File: config.mk
export PLATFORM = sky130hd
export DESIGN_NAME = bcd_clock_with_stopwatch
export DESIGN_NICKNAME = d
export VERILOG_FILES = /design/src/rtl/bcs_pkg.sv /design/src/rtl/bcs_core.sv /design/src/rtl/bcs_disp.sv /design/src/rtl/bcd_clock_with_stopwatch.sv
export VERILOG_INCLUDE_DIRS = /design/src /design/src/rtl
export SDC_FILE = /design/constraint.sdc
export NUM_CORES = 1
export LEC_CHECK = 0
export BUFFER_PORTS_ARGS = -buffer_cell sky130_fd_sc_hd__buf_4
export CELL_PAD_IN_SITES_DETAIL_PLACEMENT = 2
export CELL_PAD_IN_SITES_GLOBAL_PLACEMENT = 2
export CORE_UTILIZATION = 40
export CTS_BUF_LIST = sky130_fd_sc_hd__clkbuf_4 sky130_fd_sc_hd__clkbuf_8
export DETAILED_ROUTE_END_ITERATION = 8
export PLACE_DENSITY_LB_ADDON = 0.1
export SLEW_MARGIN = 15
export SYNTH_ARGS = -nofsm -noshare
export SYNTH_HDL_FRONTEND = slang
export SYNTH_SLANG_ARGS = --single-unit
File: constraint.sdc
create_clock -name clk -period 12.6 [get_ports clk]
set_input_delay 0.63 -clock clk [delete_from_list [all_inputs] [get_ports clk]]
set_output_delay 0.63 -clock clk [all_outputs]
set_load 0.01 [all_outputs]
File: src/rtl/bcd_clock_with_stopwatch_defines.svh
// Assertion macros shared by the clock/stopwatch RTL.
// Expects clk and arst_n in the scope of use; no other dependencies.
`ifndef BCD_CLOCK_WITH_STOPWATCH_DEFINES_SVH
`define BCD_CLOCK_WITH_STOPWATCH_DEFINES_SVH

// same-cycle implication
`define BCS_ASSERT_IMPL(name, ante, cons, msg) \
	name: assert property (@(posedge clk) disable iff (!arst_n) (ante) |-> (cons)) \
		else $error(msg);

// next-cycle implication
`define BCS_ASSERT_NEXT(name, ante, cons, msg) \
	name: assert property (@(posedge clk) disable iff (!arst_n) (ante) |=> (cons)) \
		else $error(msg);

`endif

File: src/rtl/bcs_pkg.sv
// Shared types, codes, constants and helper functions for the BCD clock/stopwatch.
// No dependencies.
package bcs_pkg;

	localparam int MINUTE_COUNT_BITS_DEF = 8;
	localparam int IN_TDATA_W  = 24;
	localparam int OUT_TDATA_W = 32;
	localparam int APB_ADDR_W  = 3;
	localparam int APB_DATA_W  = 32;
	localparam int PRESET_W    = 8;

	localparam logic REG_IDX_MINUTE_PRESET = 1'b0;

	// m/60 as (m*MUL)>>SHIFT, exact for m < 2**16
	localparam int unsigned MIN_DIV60_MUL   = 34953;
	localparam int unsigned MIN_DIV60_SHIFT = 21;
	// q/10 as (q*MUL)>>SHIFT, exact for q < 1093
	localparam int unsigned HR_DIV10_MUL    = 6554;
	localparam int unsigned HR_DIV10_SHIFT  = 16;
	localparam int unsigned SECS_PER_MIN    = 60;
	localparam int unsigned DIGIT_BASE      = 10;

	typedef logic [3:0] digit_t;
	typedef digit_t [0:5] six_digits_t;   // hour tens .. second units

	typedef enum logic [2:0] {
		OP_TICK     = 3'd0,
		OP_LOAD     = 3'd1,
		OP_SET_MODE = 3'd2,
		OP_START    = 3'd3,
		OP_PAUSE    = 3'd4,
		OP_STOP     = 3'd5
	} op_t;

	typedef enum logic [1:0] {
		MODE_CLOCK = 2'd0,
		MODE_UP    = 2'd1,
		MODE_DOWN  = 2'd2,
		MODE_OTHER = 2'd3
	} mode_t;

	typedef struct packed {
		op_t         op;
		mode_t       new_mode;
		six_digits_t load;
	} cmd_t;

	// state visible to the display path after one transaction
	typedef struct packed {
		six_digits_t clk;
		digit_t      ws_tens;
		digit_t      ws_units;
		mode_t       mode;
		logic        run;
	} snap_t;

	typedef struct packed {
		mode_t mode;
		logic  run;
		logic  clr_pend;
	} core_st_t;

	typedef struct packed {
		six_digits_t shown;
		mode_t       mode;
		logic        run;
	} res_t;

	typedef struct packed {
		digit_t tens;
		digit_t units;
		logic   carry;
	} wsec_t;

	typedef logic [63:0][3:0]  tbl64_t;
	typedef logic [127:0][3:0] tbl128_t;

	function automatic tbl64_t build_div10_64();
		tbl64_t tb;
		int     cnt;
		int     quo;
		cnt = 0;
		quo = 0;
		for (int i = 0; i < 64; i++) begin
			tb[i] = 4'(quo);
			cnt++;
			if (cnt == 10) begin
				cnt = 0;
				quo++;
			end
		end
		return tb;
	endfunction

	function automatic tbl64_t build_mod10_64();
		tbl64_t tb;
		int     cnt;
		cnt = 0;
		for (int i = 0; i < 64; i++) begin
			tb[i] = 4'(cnt);
			cnt = (cnt == 9) ? 0 : cnt + 1;
		end
		return tb;
	endfunction

	function automatic tbl128_t build_mod10_128();
		tbl128_t tb;
		int      cnt;
		cnt = 0;
		for (int i = 0; i < 128; i++) begin
			tb[i] = 4'(cnt);
			cnt = (cnt == 9) ? 0 : cnt + 1;
		end
		return tb;
	endfunction

	localparam tbl64_t  DIV10_64  = build_div10_64();
	localparam tbl64_t  MOD10_64  = build_mod10_64();
	localparam tbl128_t MOD10_128 = build_mod10_128();

	// one-second advance of the 12-hour clock; out-of-range digits carry
	function automatic six_digits_t clock_adv(six_digits_t d);
		logic [4:0]  d0, d1, d2, d3, d4, d5;
		six_digits_t r;
		d0 = {1'b0, d[0]};
		d1 = {1'b0, d[1]};
		d2 = {1'b0, d[2]};
		d3 = {1'b0, d[3]};
		d4 = {1'b0, d[4]};
		d5 = {1'b0, d[5]};
		if (d5 <= 5'd9) d5 = d5 + 5'd1;
		if (d5 > 5'd9) begin
			d4 = d4 + 5'd1;
			d5 = 5'd0;
		end
		if (d4 > 5'd5) begin
			d3 = d3 + 5'd1;
			d4 = 5'd0;
		end
		if (d3 > 5'd9) begin
			d2 = d2 + 5'd1;
			d3 = 5'd0;
		end
		if (d2 > 5'd5) begin
			d1 = d1 + 5'd1;
			d2 = 5'd0;
		end
		if (d1 > 5'd9 && d0 < 5'd1) begin
			d1 = 5'd0;
			d0 = d0 + 5'd1;
		end else if (d1 > 5'd2 && d0 == 5'd1) begin
			d1 = 5'd1;
			d0 = d0 + 5'd1;
		end
		if (d0 > 5'd1) d0 = 5'd0;
		r[0] = d0[3:0];
		r[1] = d1[3:0];
		r[2] = d2[3:0];
		r[3] = d3[3:0];
		r[4] = d4[3:0];
		r[5] = d5[3:0];
		return r;
	endfunction

	// stopwatch seconds advance; carry marks a full minute
	function automatic wsec_t wsec_adv(digit_t tens, digit_t units);
		logic [4:0] t5, u5;
		wsec_t      r;
		t5 = {1'b0, tens};
		u5 = {1'b0, units} + 5'd1;
		r.carry = 1'b0;
		if (u5 > 5'd9) begin
			u5 = 5'd0;
			t5 = t5 + 5'd1;
		end
		if (t5 > 5'd5) begin
			t5 = 5'd0;
			r.carry = 1'b1;
		end
		r.tens  = t5[3:0];
		r.units = u5[3:0];
		return r;
	endfunction

endpackage

File: src/rtl/bcs_core.sv
// Command decode and state registers of the clock and stopwatch.
// Depends on bcs_pkg; feeds the next-state snapshot to bcs_disp.
module bcs_core #(
	parameter int MINUTE_COUNT_BITS = bcs_pkg::MINUTE_COUNT_BITS_DEF
) (
	input  logic                            clk,
	input  logic                            arst_n,
	input  logic                            accept,
	input  bcs_pkg::cmd_t                   cmd,
	input  logic [bcs_pkg::PRESET_W-1:0]    preset,
	output bcs_pkg::snap_t                  snap_nxt,
	output logic [MINUTE_COUNT_BITS-1:0]    min_nxt,
	output bcs_pkg::core_st_t               st
);
	import bcs_pkg::*;

	localparam int N     = MINUTE_COUNT_BITS;
	localparam int CMP_W = (N > PRESET_W) ? N : PRESET_W;

	six_digits_t  clk_q, clk_n;
	digit_t       wst_q, wst_n, wsu_q, wsu_n;
	logic [N-1:0] wmin_q, wmin_n;
	logic [N-1:0] up_q, up_n;
	logic [N-1:0] down_q, down_n;
	mode_t        mode_q, mode_n;
	logic         run_q, run_n;
	logic         clr_q, clr_n;
	logic         stop;
	wsec_t        ws;
	logic [CMP_W-1:0] preset_ext;

	assign preset_ext = CMP_W'(preset);

	always_comb begin
		clk_n  = clk_q;
		wst_n  = wst_q;
		wsu_n  = wsu_q;
		wmin_n = wmin_q;
		up_n   = up_q;
		down_n = down_q;
		mode_n = mode_q;
		run_n  = run_q;
		clr_n  = clr_q;
		stop   = 1'b0;
		ws     = wsec_adv(wst_q, wsu_q);

		unique case (cmd.op)
			OP_TICK: begin
				clk_n = clock_adv(clk_q);
				if (run_q) begin
					case (mode_q)
						MODE_UP: begin
							wst_n  = ws.tens;
							wsu_n  = ws.units;
							up_n   = up_q + N'(ws.carry);
							wmin_n = up_n;
							if (preset_ext == CMP_W'(up_n)) stop = 1'b1;
						end
						MODE_DOWN: begin
							if (down_q != '0) begin
								wmin_n = down_q;
								wst_n  = ws.tens;
								wsu_n  = ws.units;
								if (ws.carry) down_n = down_q - N'(1);
							end else begin
								stop = 1'b1;
							end
						end
						default: mode_n = MODE_CLOCK;
					endcase
				end
			end
			OP_LOAD:     clk_n  = cmd.load;
			OP_SET_MODE: mode_n = cmd.new_mode;
			OP_START:    run_n  = 1'b1;
			OP_PAUSE:    run_n  = 1'b0;
			OP_STOP:     stop   = 1'b1;
			default: ;
		endcase

		if (stop) begin
			run_n  = 1'b0;
			clr_n  = 1'b1;
			down_n = preset_ext[N-1:0];
			up_n   = '0;
			mode_n = MODE_CLOCK;
		end

		// pending digit clear runs at the end of a tick
		if (cmd.op == OP_TICK && clr_n) begin
			wst_n  = '0;
			wsu_n  = '0;
			wmin_n = '0;
			run_n  = 1'b0;
			clr_n  = 1'b0;
		end
	end

	always_ff @(posedge clk or negedge arst_n) begin
		if (!arst_n) begin
			clk_q  <= '0;
			wst_q  <= '0;
			wsu_q  <= '0;
			wmin_q <= '0;
			up_q   <= '0;
			down_q <= '0;
			mode_q <= MODE_CLOCK;
			run_q  <= 1'b0;
			clr_q  <= 1'b1;
		end else if (accept) begin
			clk_q  <= clk_n;
			wst_q  <= wst_n;
			wsu_q  <= wsu_n;
			wmin_q <= wmin_n;
			up_q   <= up_n;
			down_q <= down_n;
			mode_q <= mode_n;
			run_q  <= run_n;
			clr_q  <= clr_n;
		end
	end

	assign snap_nxt.clk      = clk_n;
	assign snap_nxt.ws_tens  = wst_n;
	assign snap_nxt.ws_units = wsu_n;
	assign snap_nxt.mode     = mode_n;
	assign snap_nxt.run      = run_n;
	assign min_nxt           = wmin_n;

	assign st.mode     = mode_q;
	assign st.run      = run_q;
	assign st.clr_pend = clr_q;

endmodule

File: src/rtl/bcs_disp.sv
// Result pipeline: minute count to BCD hour/minute digits, mode select, output register.
// Depends on bcs_pkg; takes its snapshot from bcs_core.
module bcs_disp #(
	parameter int MINUTE_COUNT_BITS = bcs_pkg::MINUTE_COUNT_BITS_DEF
) (
	input  logic                         clk,
	input  logic                         arst_n,
	input  logic                         in_valid,
	output logic                         in_ready,
	input  bcs_pkg::snap_t               snap_nxt,
	input  logic [MINUTE_COUNT_BITS-1:0] min_nxt,
	output logic                         out_valid,
	input  logic                         out_ready,
	output bcs_pkg::res_t                res
);
	import bcs_pkg::*;

	localparam int N  = MINUTE_COUNT_BITS;
	localparam int QW = N - 5;      // width of minutes/60

	logic v1_s1, v2_s2, v3_s3, v4_s4;
	logic adv1, adv2, adv3, adv4;

	snap_t         snap_s1, snap_s2, snap_s3;
	logic [N+15:0] p1_s1;
	logic [N-1:0]  m_s1;
	logic [QW-1:0] q_s2, q_s3;
	logic [5:0]    r_s2;
	logic [QW+12:0] p2_s3;
	digit_t        mt_s3, mu_s3;
	res_t          res_s4;

	logic [QW-1:0]  q_c;
	logic [N-1:0]   rem_c;
	logic [6:0]     t_c;
	logic [QW+3:0]  hu_c;
	digit_t         ht_c;
	res_t           res_c;

	// stall chain: a stage loads when empty or when its successor moves
	assign adv4     = !v4_s4 || out_ready;
	assign adv3     = !v3_s3 || adv4;
	assign adv2     = !v2_s2 || adv3;
	assign adv1     = !v1_s1 || adv2;
	assign in_ready = adv1;

	always_ff @(posedge clk or negedge arst_n) begin
		if (!arst_n) begin
			v1_s1 <= 1'b0;
			v2_s2 <= 1'b0;
			v3_s3 <= 1'b0;
			v4_s4 <= 1'b0;
		end else begin
			if (adv1) v1_s1 <= in_valid;
			if (adv2) v2_s2 <= v1_s1;
			if (adv3) v3_s3 <= v2_s2;
			if (adv4) v4_s4 <= v3_s3;
		end
	end

	assign q_c   = QW'(p1_s1 >> MIN_DIV60_SHIFT);
	assign rem_c = m_s1 - N'(q_c) * N'(SECS_PER_MIN);

	assign t_c  = 7'(p2_s3 >> HR_DIV10_SHIFT);
	assign hu_c = (QW+4)'(q_s3) - (QW+4)'(t_c) * (QW+4)'(DIGIT_BASE);
	assign ht_c = MOD10_128[t_c];

	always_comb begin
		res_c.mode = snap_s3.mode;
		res_c.run  = snap_s3.run;
		case (snap_s3.mode)
			MODE_CLOCK: res_c.shown = snap_s3.clk;
			MODE_UP, MODE_DOWN: begin
				res_c.shown[0] = ht_c;
				res_c.shown[1] = hu_c[3:0];
				res_c.shown[2] = mt_s3;
				res_c.shown[3] = mu_s3;
				res_c.shown[4] = snap_s3.ws_tens;
				res_c.shown[5] = snap_s3.ws_units;
			end
			default: res_c.shown = '0;
		endcase
	end

	always_ff @(posedge clk) begin
		if (adv1) begin
			snap_s1 <= snap_nxt;
			m_s1    <= min_nxt;
			p1_s1   <= (N+16)'(min_nxt) * (N+16)'(MIN_DIV60_MUL);
		end
		if (adv2) begin
			snap_s2 <= snap_s1;
			q_s2    <= q_c;
			r_s2    <= rem_c[5:0];
		end
		if (adv3) begin
			snap_s3 <= snap_s2;
			q_s3    <= q_s2;
			p2_s3   <= (QW+13)'(q_s2) * (QW+13)'(HR_DIV10_MUL);
			mt_s3   <= DIV10_64[r_s2];
			mu_s3   <= MOD10_64[r_s2];
		end
		if (adv4) begin
			res_s4 <= res_c;
		end
	end

	assign out_valid = v4_s4;
	assign res       = res_s4;

endmodule

File: src/rtl/bcd_clock_with_stopwatch.sv
// BCD 12-hour clock with up/down stopwatch: top level, APB register, stream ports.
// Path from input transaction to result valid: state update into stage 1,
// minutes-to-digits conversion over stages 2 and 3, digit select into the output register.
// Throughput: one transaction per cycle; s_tready drops only while all four stages are full.
// Reset: arst_n clears all but pipeline data at once; the stopwatch digit clear is pending.
// Depends on bcs_pkg, bcs_core, bcs_disp and bcd_clock_with_stopwatch_defines.svh.
`include "bcd_clock_with_stopwatch_defines.svh"

module bcd_clock_with_stopwatch #(
	parameter int MINUTE_COUNT_BITS = bcs_pkg::MINUTE_COUNT_BITS_DEF
) (
	input  logic                             clk,
	input  logic                             arst_n,
	input  logic                             s_tvalid,
	output logic                             s_tready,
	// [1:0] new_mode, [2] load_hour_tens, [6:3] load_hour_units,
	// [9:7] load_minute_tens, [13:10] load_minute_units,
	// [16:14] load_second_tens, [20:17] load_second_units, [23:21] zero
	input  logic [bcs_pkg::IN_TDATA_W-1:0]   s_tdata,
	// [2:0] operation
	input  logic [2:0]                       s_tuser,
	output logic                             m_tvalid,
	input  logic                             m_tready,
	// [3:0] shown_hour_tens, [7:4] shown_hour_units, [11:8] shown_minute_tens,
	// [15:12] shown_minute_units, [19:16] shown_second_tens,
	// [23:20] shown_second_units, [24] running, [31:25] zero
	output logic [bcs_pkg::OUT_TDATA_W-1:0]  m_tdata,
	// [1:0] current_mode
	output logic [1:0]                       m_tuser,
	input  logic                             psel,
	input  logic                             penable,
	input  logic                             pwrite,
	input  logic [bcs_pkg::APB_ADDR_W-1:0]   paddr,
	input  logic [bcs_pkg::APB_DATA_W-1:0]   pwdata,
	output logic [bcs_pkg::APB_DATA_W-1:0]   prdata,
	output logic                             pready
);
	import bcs_pkg::*;

	logic                         accept;
	cmd_t                         cmd;
	logic [PRESET_W-1:0]          preset_q;
	snap_t                        snap_nxt;
	logic [MINUTE_COUNT_BITS-1:0] min_nxt;
	core_st_t                     st;
	res_t                         res;
	logic                         reg_sel;

	// config register
	assign pready  = 1'b1;
	assign reg_sel = (paddr[APB_ADDR_W-1] == REG_IDX_MINUTE_PRESET);
	assign prdata  = reg_sel ? APB_DATA_W'(preset_q) : '0;

	always_ff @(posedge clk or negedge arst_n) begin
		if (!arst_n) begin
			preset_q <= '0;
		end else if (psel && penable && pwrite && pready && reg_sel) begin
			preset_q <= pwdata[PRESET_W-1:0];
		end
	end

	assign accept       = s_tvalid && s_tready;
	assign cmd.op       = op_t'(s_tuser);
	assign cmd.new_mode = mode_t'(s_tdata[1:0]);
	assign cmd.load[0]  = 4'(s_tdata[2]);
	assign cmd.load[1]  = s_tdata[6:3];
	assign cmd.load[2]  = 4'(s_tdata[9:7]);
	assign cmd.load[3]  = s_tdata[13:10];
	assign cmd.load[4]  = 4'(s_tdata[16:14]);
	assign cmd.load[5]  = s_tdata[20:17];

	bcs_core #(
		.MINUTE_COUNT_BITS(MINUTE_COUNT_BITS)
	) u_core (
		.clk      (clk),
		.arst_n   (arst_n),
		.accept   (accept),
		.cmd      (cmd),
		.preset   (preset_q),
		.snap_nxt (snap_nxt),
		.min_nxt  (min_nxt),
		.st       (st)
	);

	bcs_disp #(
		.MINUTE_COUNT_BITS(MINUTE_COUNT_BITS)
	) u_disp (
		.clk       (clk),
		.arst_n    (arst_n),
		.in_valid  (s_tvalid),
		.in_ready  (s_tready),
		.snap_nxt  (snap_nxt),
		.min_nxt   (min_nxt),
		.out_valid (m_tvalid),
		.out_ready (m_tready),
		.res       (res)
	);

	assign m_tdata = {7'b0, res.run, res.shown[5], res.shown[4], res.shown[3],
		res.shown[2], res.shown[1], res.shown[0]};
	assign m_tuser = res.mode;

	`BCS_ASSERT_NEXT(a_stop_halts, accept && cmd.op == OP_STOP, !st.run && st.mode == MODE_CLOCK && st.clr_pend, "stop did not halt the stopwatch")
	`BCS_ASSERT_NEXT(a_start_runs, accept && cmd.op == OP_START, st.run, "start did not set the run flag")
	`BCS_ASSERT_IMPL(a_other_blank, m_tvalid && m_tuser == MODE_OTHER, m_tdata[23:0] == '0, "digits not blank in other mode")

endmodule

==> impl_metrics.tcl <==
set metrics [dict create \
    drc 0 \
    critPathMaxFanout 26 \
    die_area_um2 29500 \
    timing.hold.ws_ns 0.251 \
    vias_per_cell 5.41 \
    period_share_pct 67.4 \
    io_buffers 76 \
    pwr-share-clk_pct 30.1 \
    ys_ff_latch 232 \
    cts_resized 0 \
    fmax_ghz 0.118 \
    ys_seq_area_share_pct 57.3 \
    die_w_um 172 \
    arrival_ns 8.79 \
    grt_pass1_wl_mm 49.9 \
    combPwrFrac_pct 21.8 \
    h-tree-depth 2 \
    cts_made_buffers 42 \
    async_reset_ff_share_pct 31.0 \
    finalSetupViolCount 0 \
    dpl.hpwl_mm 22.4 \
    power.internal_mw 1.69 \
    max_stage_delay_ns 0.75 \
    maxSlewHeadroom_pct 27.4 \
    yosys.cell_types.count 77 \
    reg2reg_slack_ns 4.11 \
    peakVddDrop_v 0.0000746 \
    finish.net_count 1191 \
    startpoint_type "register" \
    antenna_cells 0 \
    ctsLongestPathBuffers 3 \
    num_rows 61 \
    fin_setup_tns_ns 0 \
    end_kind "register" \
    post_cts_buffers 0 \
    die_h_um 172 \
    nFillCells 2931 \
    swShare_pct 31.6 \
    fin_skew_ns 0.0210 \
    dpl_cell_area_um2 12400 \
    hold_class "primary input to async pin" \
    track_usage_pct 22.4 \
    grt.overflow.total 0 \
    path_clk_slew_ns 0.06 \
    p_sw_mw 0.781 \
    antenna_found_initial 4 \
    wire_per_inst_um 21.6 \
    synth_area_per_cell_um2 11.9 \
    syn_area_um2 11500 \
    period_minus_slack_ns 8.49 \
    rsz0062_at_grt "false" \
    cp.required_ns 12.90 \
    yosys_warnings 0 \
    utilization_pct 47.3 \
    dr_total_vias 7961 \
    design_area_um2 13300 \
    hold_violations 0 \
    syn_to_final_growth_pct 15.2 \
    firstDrtPassIters 4 \
    first_global_vias 8612 \
    start_util_pct 41.1 \
    syn_inst 966 \
    drtAntennaViolNets 0 \
    rr_startpoint "u_core.wsu_q[0]$_DFFE_PN0P_" \
    grt_max_degree 73 \
    synth_ff_type "edfxtp_1" \
    power_frac_seq_pct 48.1 \
    core_um2 28100 \
    synth-edff-count 160 \
    slew_viol_final 0 \
    clk_latency_ns 0.56 \
    cpMostUsedCell "ha_1" \
    leakagePower_nw 5.71 \
    cts_tree "yes" \
    p_total_mw 2.47 \
    maxCapViolCount 0 \
    first_iter_violations 336 \
    tightestPinTransition_ns 1.08 \
    path_class "register to register" \
    drt-total-wl_mm 31.7 \
    run_status "complete, no violations" \
    critPathSlowestCell "nor3_1" \
    num_io_pins 138 \
    cts.sinks 232 \
    gp_congestion 0.799 \
    root_buffer "clkbuf_8" \
    layout-drive-gt1-share_pct 18.7 \
    ctsHoldBuffers 0 \
    power.density_nw_per_um2 186 \
    setup.worst_path.start "u_core.wsu_q[0]$_DFFE_PN0P_" \
]
-- worst paths after layout --
check | end | depth (start not counted)
worst max register to register | u_disp.p1_s1[22]$_DFFE_PN_ | 32
worst max-delay path | u_disp.p1_s1[22]$_DFFE_PN_ | 32
min in group clk | u_disp.v1_s1$_DFFE_PN0N_ | 2
worst min register to register | u_disp.snap_s2[11]$_DFFE_PP_ | 0
worst min-delay path | preset_q[7]$_DFFE_PN0P_ | 1
max in group asynchronous | u_disp.v1_s1$_DFFE_PN0N_ | 1
-- critical path, delay by kind of cell (launching register included) --
family / cells / cell delay [ns]
flops: 1 / 0.51
xor+xnor: 2 / 0.37
simple gates: 10 / 2.55
fa+ha+maj: 7 / 2.12
compound gates: 8 / 1.98
buf+inv: 5 / 0.63
-- layout by cell type (no fill, tap or decap), types with 8 or more instances in the layout --
cell	Yosys	routed
ha_1	58	58
xor2_1	8	8
edfxtp_1	160	160
nand3_1	19	18
inv_1	46	45
a31oi_1	8	8
clkbuf_8	0	50
and2_1	17	17
o21ai_0	51	51
nor3_1	17	17
nor2b_1	22	22
mux2_2	19	19
buf_4	32	86
dfrtp_1	71	71
clkbuf_4	0	17
conb_1	2	32
nor2_1	53	53
nand2_1	92	91
a22oi_1	10	10
a21o_1	10	10
nand2b_1	13	13
mux2i_1	9	9
a22o_1	23	23
or2_2	8	8
o31ai_1	12	12
a21oi_1	51	51
xnor2_1	17	17
-- cell families (layout without fill, tap and decap cells) --
kind of cell             count (synthesis)  after routing  synth area share (%)
adder cells (fa/ha/maj)                 63             63                  7.16
other                                    2             32                0.0651
XOR/XNOR                                29             29                  2.70
AND/OR/NAND/NOR                        278            278                  12.1
flip-flops                             232            232                  57.3
AO/OA/AOI/OAI                          220            220                  13.2
multiplexers                            29             29                  2.83
buffers and inverters                  113            210                  4.78
-- metal layers --
metal,vias up,track usage [%],share of wire (%),routed length [µm]
li1,3671,-,-,-
met1,4062,28.5,44,13900
met2,178,39.4,50,16000
met3,50,2.98,3.5,1100
met4,0,7.27,2.4,762
met5,-,0,0,0
-- synth_stat cells (all sizes together) (7+ instances only) --
cell      n  area share (%)
a22o     23             1.7
inv      46             1.5
edfxtp  160              42
ha       58             6.3
nand4     7            0.38
mux2i     9            0.78
nor3     18            0.82
nor2     53             1.7
a21oi    51             2.2
xor2      8            0.61
dfrtp    71              15
a22oi    10            0.65
buf      35             2.2
o21ai    55             2.5
clkbuf   32             1.0
or2       8            0.43
a31oi     8            0.43
o31ai    13            0.89
and2     17            0.92
xnor2    17             1.3
nand2b   13            0.70
nand3    19            0.82
nand2    92             3.0
a21o     10            0.65
nor2b    22             1.2
mux2     19             1.9
-- stage by stage --
step           instances  setup slack, ns
6_report            1471             4.11
5_1_grt             1471             3.67
4_1_cts             1471             4.03
3_5_place_dp        1393             4.04
3_3_place_gp        1393             4.51
2_1_floorplan        996             5.93
-- power by group through the flow --
stage | Combinational, mW | Clock, mW | Sequential, mW
after floorplan | 0.374 | 0 | 1.13
after global placement | 0.508 | 0 | 1.17
after detailed placement | 0.539 | 0 | 1.21
after CTS | 0.545 | 0.766 | 1.19
after global routing | 0.593 | 0.797 | 1.21
final | 0.538 | 0.744 | 1.19
-- state kept, by name (all words and copies together) (netlist names), 4 cells and up --
| register | count |
|---|---|
| u_core.clk_q | 24 |
| preset_q | 8 |
| u_core.wst_q | 4 |
| u_disp.snap_s2 | 35 |
| u_core.wsu_q | 4 |
| u_core.up_q | 8 |
| u_disp.r_s2 | 6 |
| u_disp.snap_s1 | 35 |
| u_core.down_q | 8 |
| u_disp.mu_s3 | 4 |
| u_disp.m_s1 | 6 |
| u_core.wmin_q | 8 |
| u_disp.snap_s3 | 32 |
| u_disp.res | 27 |
-- final cells by class --
type                    count  area [µm²]  area share [%]
clock buffers              67         816            6.13
clock inverters            11        77.6           0.583
inverters                  46         173            1.30
multi-input cells         651        4510            33.9
flip-flops and latches    232        6610            49.7
well taps                 378         473            3.56
repair buffers             86         646            4.85
Note: power is estimated with default switching activity, not from simulation.
